$ cat src/rtp_pkg.sv
// Package with the request and response types and shared constants of the region profiler.
package rtp_pkg;

   localparam int SLOTS = 16;
   localparam int SLOT_W = 4;
   localparam int XFER_DEPTH = SLOTS * SLOTS;
   localparam int XFER_AW = 2 * SLOT_W;
   localparam logic [SLOT_W-1:0] UNKNOWN_SLOT = SLOT_W'(SLOTS - 1);

   localparam logic [2:0] CMD_LOAD   = 3'd0;
   localparam logic [2:0] CMD_UNLOAD = 3'd1;
   localparam logic [2:0] CMD_BRANCH = 3'd2;
   localparam logic [2:0] CMD_BLOCK  = 3'd3;
   localparam logic [2:0] CMD_READ   = 3'd4;

   localparam logic [1:0] ST_OK       = 2'd0;
   localparam logic [1:0] ST_FULL     = 2'd1;
   localparam logic [1:0] ST_NOTFOUND = 2'd2;

   typedef struct packed {
      logic [2:0]  cmd;
      logic [63:0] addr_first;
      logic [63:0] addr_second;
      logic [31:0] region_tag;
      logic [15:0] block_length;
      logic [3:0]  row_index;
      logic [3:0]  col_index;
   } req_type;

   typedef struct packed {
      logic [1:0]  status;
      logic [3:0]  source_region;
      logic [3:0]  target_region;
      logic [31:0] transfer_count;
      logic [63:0] region_instructions;
      logic [63:0] total_instructions;
   } rsp_type;

   // Commands from the controller to the datapath.
   typedef struct packed {
      logic capture;   // latch request and do lookups
      logic clear_step; // write one zero into the matrix
      logic commit;    // update state and build the response
   } ctl_type;

   typedef struct packed {
      logic clear_done;
   } sts_type;

endpackage

$ cat src/rtp_controller.sv
// Controller: clearing sweep after reset, then capture and commit of each request.
module rtp_controller (
   input  logic             clock,
   input  logic             reset,
   input  logic             req_valid,
   output logic             req_stall,
   output logic             rsp_valid,
   input  logic             rsp_stall,
   input  rtp_pkg::sts_type sts,
   output rtp_pkg::ctl_type ctl
);
   import rtp_pkg::*;

   typedef enum logic [1:0] {CLEAR, IDLE, WORK} state_type;
   state_type state_ff;
   logic rsp_valid_ff;

   // A request may enter when idle and the result register is free or leaving.
   logic take;
   assign take = (state_ff == IDLE) && req_valid && !req_stall;
   assign req_stall = (state_ff != IDLE) || (rsp_valid_ff && rsp_stall);
   assign rsp_valid = rsp_valid_ff;
   assign ctl.capture = take;
   assign ctl.clear_step = (state_ff == CLEAR);
   assign ctl.commit = (state_ff == WORK);

   always_ff @(posedge clock) begin
      if (reset) begin
         state_ff <= CLEAR;
         rsp_valid_ff <= 1'b0;
      end else begin
         if (rsp_valid_ff && !rsp_stall) rsp_valid_ff <= 1'b0;
         case (state_ff)
            CLEAR: if (sts.clear_done) state_ff <= IDLE;
            IDLE:  if (take) state_ff <= WORK;
            WORK: begin
               state_ff <= IDLE;
               rsp_valid_ff <= 1'b1;
            end
            default: state_ff <= CLEAR;
         endcase
      end
   end

   no_take_busy: assert property (@(posedge clock) disable iff (reset)
      ctl.commit |-> !(rsp_valid_ff && rsp_stall))
      else $error("commit would overwrite a waiting result");
   work_follows: assert property (@(posedge clock) disable iff (reset)
      take |=> state_ff == WORK)
      else $error("accepted request did not start");
   rsp_after_work: assert property (@(posedge clock) disable iff (reset)
      state_ff == WORK |=> rsp_valid_ff)
      else $error("finished request produced no result");
endmodule
$ cat config.mk
export PLATFORM = sky130hd
export DESIGN_NAME = rtp_controller
export DESIGN_NICKNAME = d
export VERILOG_FILES = /design/src/rtp_pkg.sv /design/src/rtp_controller.sv
export SDC_FILE = /design/constraint.sdc
export NUM_CORES = 1
export LEC_CHECK = 0
export BUFFER_PORTS_ARGS = -buffer_cell sky130_fd_sc_hd__buf_2
export CORE_AREA = 2 2 39 41
export CTS_CLUSTER_DIAMETER = 80
export DETAILED_ROUTE_END_ITERATION = 7
export DIE_AREA = 0 0 41 43
export MAX_ROUTING_LAYER = met4
export PLACE_DENSITY = 0.3
export REMOVE_ABC_BUFFERS = 1
export SYNTH_ARGS = -nofsm -noshare
export SYNTH_HDL_FRONTEND = slang
export SYNTH_SLANG_ARGS = --single-unit
$ cat constraint.sdc
create_clock -name clock -period 0.8 [get_ports clock]
set_input_delay 0.12 -clock clock [delete_from_list [all_inputs] [get_ports clock]]
set_output_delay 0.12 -clock clock [all_outputs]
set_load 0.1 [all_outputs]
# Yosys cells after proc, flatten, opt, wreduce, memory -nomap -nowiden
# Cells that the tools add are included.
[word_totals] in_bits=5 reg_bits=3 word_cells=22
[classes] n_reduce_logical=10 eq_ne=5 mux=5
[op_table] operator="2-bit one-hot mux with 3 select lines" n=1
[op_table] operator="1-bit logical AND" n=4
[op_table] operator="2-bit two-way mux" n=2
[op_table] operator="2-bit inequality test, second input constant" n=2
[op_table] operator="2-bit by 1-bit equality test with 1-bit output, second input constant" n=1
[op_table] operator="2-bit equality test, second input constant" n=1
[op_table] operator="1-bit logical NOT" n=2
[op_table] operator="2-bit logical NOT" n=1
[op_table] operator="1-bit two-way mux" n=2
[op_table] operator="2-bit by 1-bit inequality test with 1-bit output, second input constant" n=1
[op_table] operator="2-bit AND reduction" n=1
[op_table] operator="2-bit nonzero test" n=1
[op_table] operator="1-bit logical OR" n=1

# Longest topological paths before layout
[logic_depth] depth_word=6 ltp_mapped=3 depth_no_buf=2

# Least setup slack after synthesis
# Ideal clock, no wire load.
[synth_timing] path_kind="reg-to-output" start="reg rsp_valid_ff (netlist: rsp_valid)" end="out req_stall" stages_incl_launch_ff=3 required_ps=680 arrival_ps=1845 slack_ps=-1165 path_buffers=0 path_cell_list="dfxtp_1 -> nand2_1 -> nand2b_1"
[synth_between] elab_chain_cells=2
[synth_rtl] item="from (decl)" line="rtp_controller.sv:16" rtl="logic rsp_valid_ff;"
[synth_rtl] item="from (signal assigned)" line="rtp_controller.sv:30" rtl="rsp_valid_ff <= 1'b0;"
[synth_rtl] item="from (signal assigned)" line="rtp_controller.sv:32" rtl="if (rsp_valid_ff && !rsp_stall) rsp_valid_ff <= 1'b0;"
[synth_rtl] item="from (signal assigned)" line="rtp_controller.sv:38" rtl="rsp_valid_ff <= 1'b1;"
[synth_rtl] item="1-bit logical AND" line="rtp_controller.sv:21" rtl="assign req_stall = (state_ff != IDLE) || (rsp_valid_ff && rsp_stall);"
[synth_rtl] item="1-bit logical OR" line="rtp_controller.sv:21"
[synth_rtl] item="to (decl)" line="rtp_controller.sv:6" rtl="output logic req_stall,"
# Every way passes these cells.

==> results.py <==
metrics = {
    "place": {
        "dp_hpwl_um": 341,
        "io_buffer_count": 9,
        "globalplace.congestion": 0.695,
    },
    "grt": {
        "first_global_vias": 203,
        "grt_antenna_before_repair": 0,
        "overflow": 0,
        "track_usage_pct": 7.49,
        "grt_max_degree": 5,
        "grt_pass1_wl_um": 793,
    },
    "cells_and_area": {
        "layout-area-overhead-vs-synth_pct": 187,
        "multi_input_area_um2": 123,
        "drive_above_1_share_pct": 89.5,
        "seqCellArea_um2": 66.3,
        "post-route-util_pct": 32.2,
        "antenna_cells": 0,
        "nFillCells": 151,
        "nNetsFinal": 44,
    },
    "routing": {
        "via_per_inst": 3.50,
        "ant_nets": 0,
        "drt_iter0_markers": 1,
        "firstDrtPassIters": 2,
        "vias": 189,
        "routedWlPerCell_um": 9.00,
        "wl_um": 486,
        "drcViolationCount": 0,
    },
    "timing": {
        "fin_crit_sh_pct": 145,
        "fin_crit_ps": 1160,
        "tightestPinTransition_ps": 133,
        "slew_viol_final": 0,
        "finalSetupViolations": 7,
        "rsz0062_at_grt": "yes",
        "finalWorstSetupSlack_ps": -358,
        "finalHoldViolations": 0,
        "max_clock_freq_ghz": 0.863,
        "max-slew-margin-rel_pct": 91.1,
        "skew_ps": 1.38,
        "totalNegativeSetupSlack_ps": -1600,
    },
    "clock_tree": {
        "path_clk_slew_ps": 40,
        "clockBufferDepth": 2,
        "cts_tree": "built",
        "cts.sink_count": 3,
        "cts_root_buffer": "clkbuf_4",
        "cts_buffers": 3,
        "clk_latency_ps": 230,
        "htreeDepth": 1,
    },
    "floorplan": {
        "dieHeight_um": 43,
        "initial_core_util_pct": 11.2,
        "io_pins": 10,
        "core_area_um2": 1380,
        "die_w_um": 41,
        "placementRows": 14,
        "die-area_um2": 1760,
    },
    "synthesis": {
        "synth-seq-cells": 3,
        "yosys_warnings": 0,
        "avgSynthCellArea_um2": 9.13,
        "synth_area_um2": 155,
        "netlist_instances": 17,
        "ys_seq_area_share_pct": 38.7,
        "synth_cell_types": 12,
    },
    "worst_setup_path": {
        "slowest_delay_ps": 310,
        "critPathArrivalTime_ps": 1040,
        "crit_required_ps": 680,
        "worstPathMaxFanout": 2,
        "endpoint_kind": "primary output",
        "cp-start-kind": "register",
        "slowest_stage": "dfxtp_2",
        "worstPathCellList": "a21bo_1 -> nor2_2 -> buf_12",
        "path_class": "reg2out",
    },
    "pwr": {
        "powerDensity_nw_per_um2": 1720,
        "p_leak_nw": 0.203,
        "peakVddDrop_v": 0.000805,
    },
    "status": {
        "violations": "negative setup slack",
        "status": "finished, violations left",
    },
    "worst_hold_path": {
        "holdCritPathClass": "in2reg",
    },
    "flow_run": {
        "cap_violations": 0,
    },
}
==> state kept, by name (all words and copies together) (netlist names) <==
name       count
rsp_valid      1
state_ff       2
==> cells by family (layout without fill, tap and decap cells) <==
| kind of cell | after synthesis | in the layout | share of synthesized area [%] |
|---|---|---|---|
| flip-flops | 3 | 3 | 38.7 |
| AO/OA/AOI/OAI | 4 | 4 | 20.2 |
| AND/OR/NAND/NOR | 8 | 8 | 33.9 |
| buffers and inverters | 2 | 23 | 7.26 |
==> layout by cell type, fill, tap and decap left out <==
cell       count
nand2b_4       3
inv_2          1
o21bai_1       1
nand2_2        1
a21oi_2        1
clkbuf_1       1
nor2_2         1
nor3b_2        1
buf_2          4
buf_4          4
o2bb2ai_1      1
dfxtp_4        1
buf_6          5
a21bo_1        1
nor2_4         1
buf_12         5
dfxtp_2        2
nor3_2         1
clkbuf_4       3
==> area by class of cell <==
| type | count | area share [%] |
|---|---|---|
| Timing Repair Buffer | 18 | 46.3 |
| Multi-Input combinational cell | 12 | 27.5 |
| Sequential cell | 3 | 14.9 |
| Clock buffer | 4 | 5.90 |
| Tap cell | 16 | 4.49 |
| Inverter | 1 | 0.843 |
==> metal layers <==
layer | GRT usage [%] | wire [um]
met1 | 6.05 | 163
met4 | 8.00 | 0
met3 | 3.14 | 12
met5 | - | 0
met2 | 11.3 | 310
==> power breakdown <==
part / total (mW) / switching [mW] / internal (mW)
clock network: 0.263 / 0.0759 / 0.187
registers: 0.170 / 0.00960 / 0.160
logic: 0.334 / 0.189 / 0.146
==> what timing repair did <==
item | CTS | global route
endpoints found under the setup margin | 8 | 8
gates resized for setup | 18 | 1
cloned | 0 | 0
pin swaps | 5 | 4
setup buffers | 5 | 0
hold buffers | 0 | 0
==> critical path: cells and delay by family, from the launching register on <==
| family | cells | cell delay (ps) |
|---|---|---|
| AO/OA/AOI/OAI | 1 | 180 |
| buffers and inverters | 1 | 190 |
| flip-flops | 1 | 310 |
| AND/OR/NAND/NOR | 1 | 130 |
==> per-stage QoR <==
| step | hold slack [ps] | instances | setup slack (ps) | total power, mW | area [um2] |
|---|---|---|---|---|---|
| floorplan | 189 | 16 | -1550 | 0.333 | 148 |
| global placement | 353 | 48 | -189 | 0.462 | 340 |
| detailed placement | 360 | 48 | -184 | 0.462 | 340 |
| CTS | 100 | 55 | -372 | 0.791 | 454 |
| global route | 113 | 54 | -407 | 0.815 | 445 |
| finish | 118 | 54 | -358 | 0.767 | 445 |
==> final timing paths <==
kind | start | to | slack (ps) | cells after the start
max | rsp_valid$_SDFFE_PP0P_ | ctl[2] | -360 | 3
min | reset | rsp_valid$_SDFFE_PP0P_ | 120 | 2
max reg2reg | state_ff[1]$_SDFFE_PP0P_ | state_ff[0]$_SDFFE_PP0P_ | -110 | 4
min reg2reg | state_ff[0]$_SDFFE_PP0P_ | state_ff[1]$_SDFFE_PP0P_ | 590 | 3
==> cell usage after synthesis (all sizes together) <==
master	n	area, um2
nor3	1	10.0
dfxtp	3	60.1
o2bb2ai	1	8.76
o21bai	1	7.51
a21bo	1	10.0
a21oi	1	5.00
nor2	2	7.51
nand2	1	3.75
nor3b	1	12.5
nand2b	3	18.8
inv	1	3.75
buf	1	7.51
(Power assumes the default switching activity.)
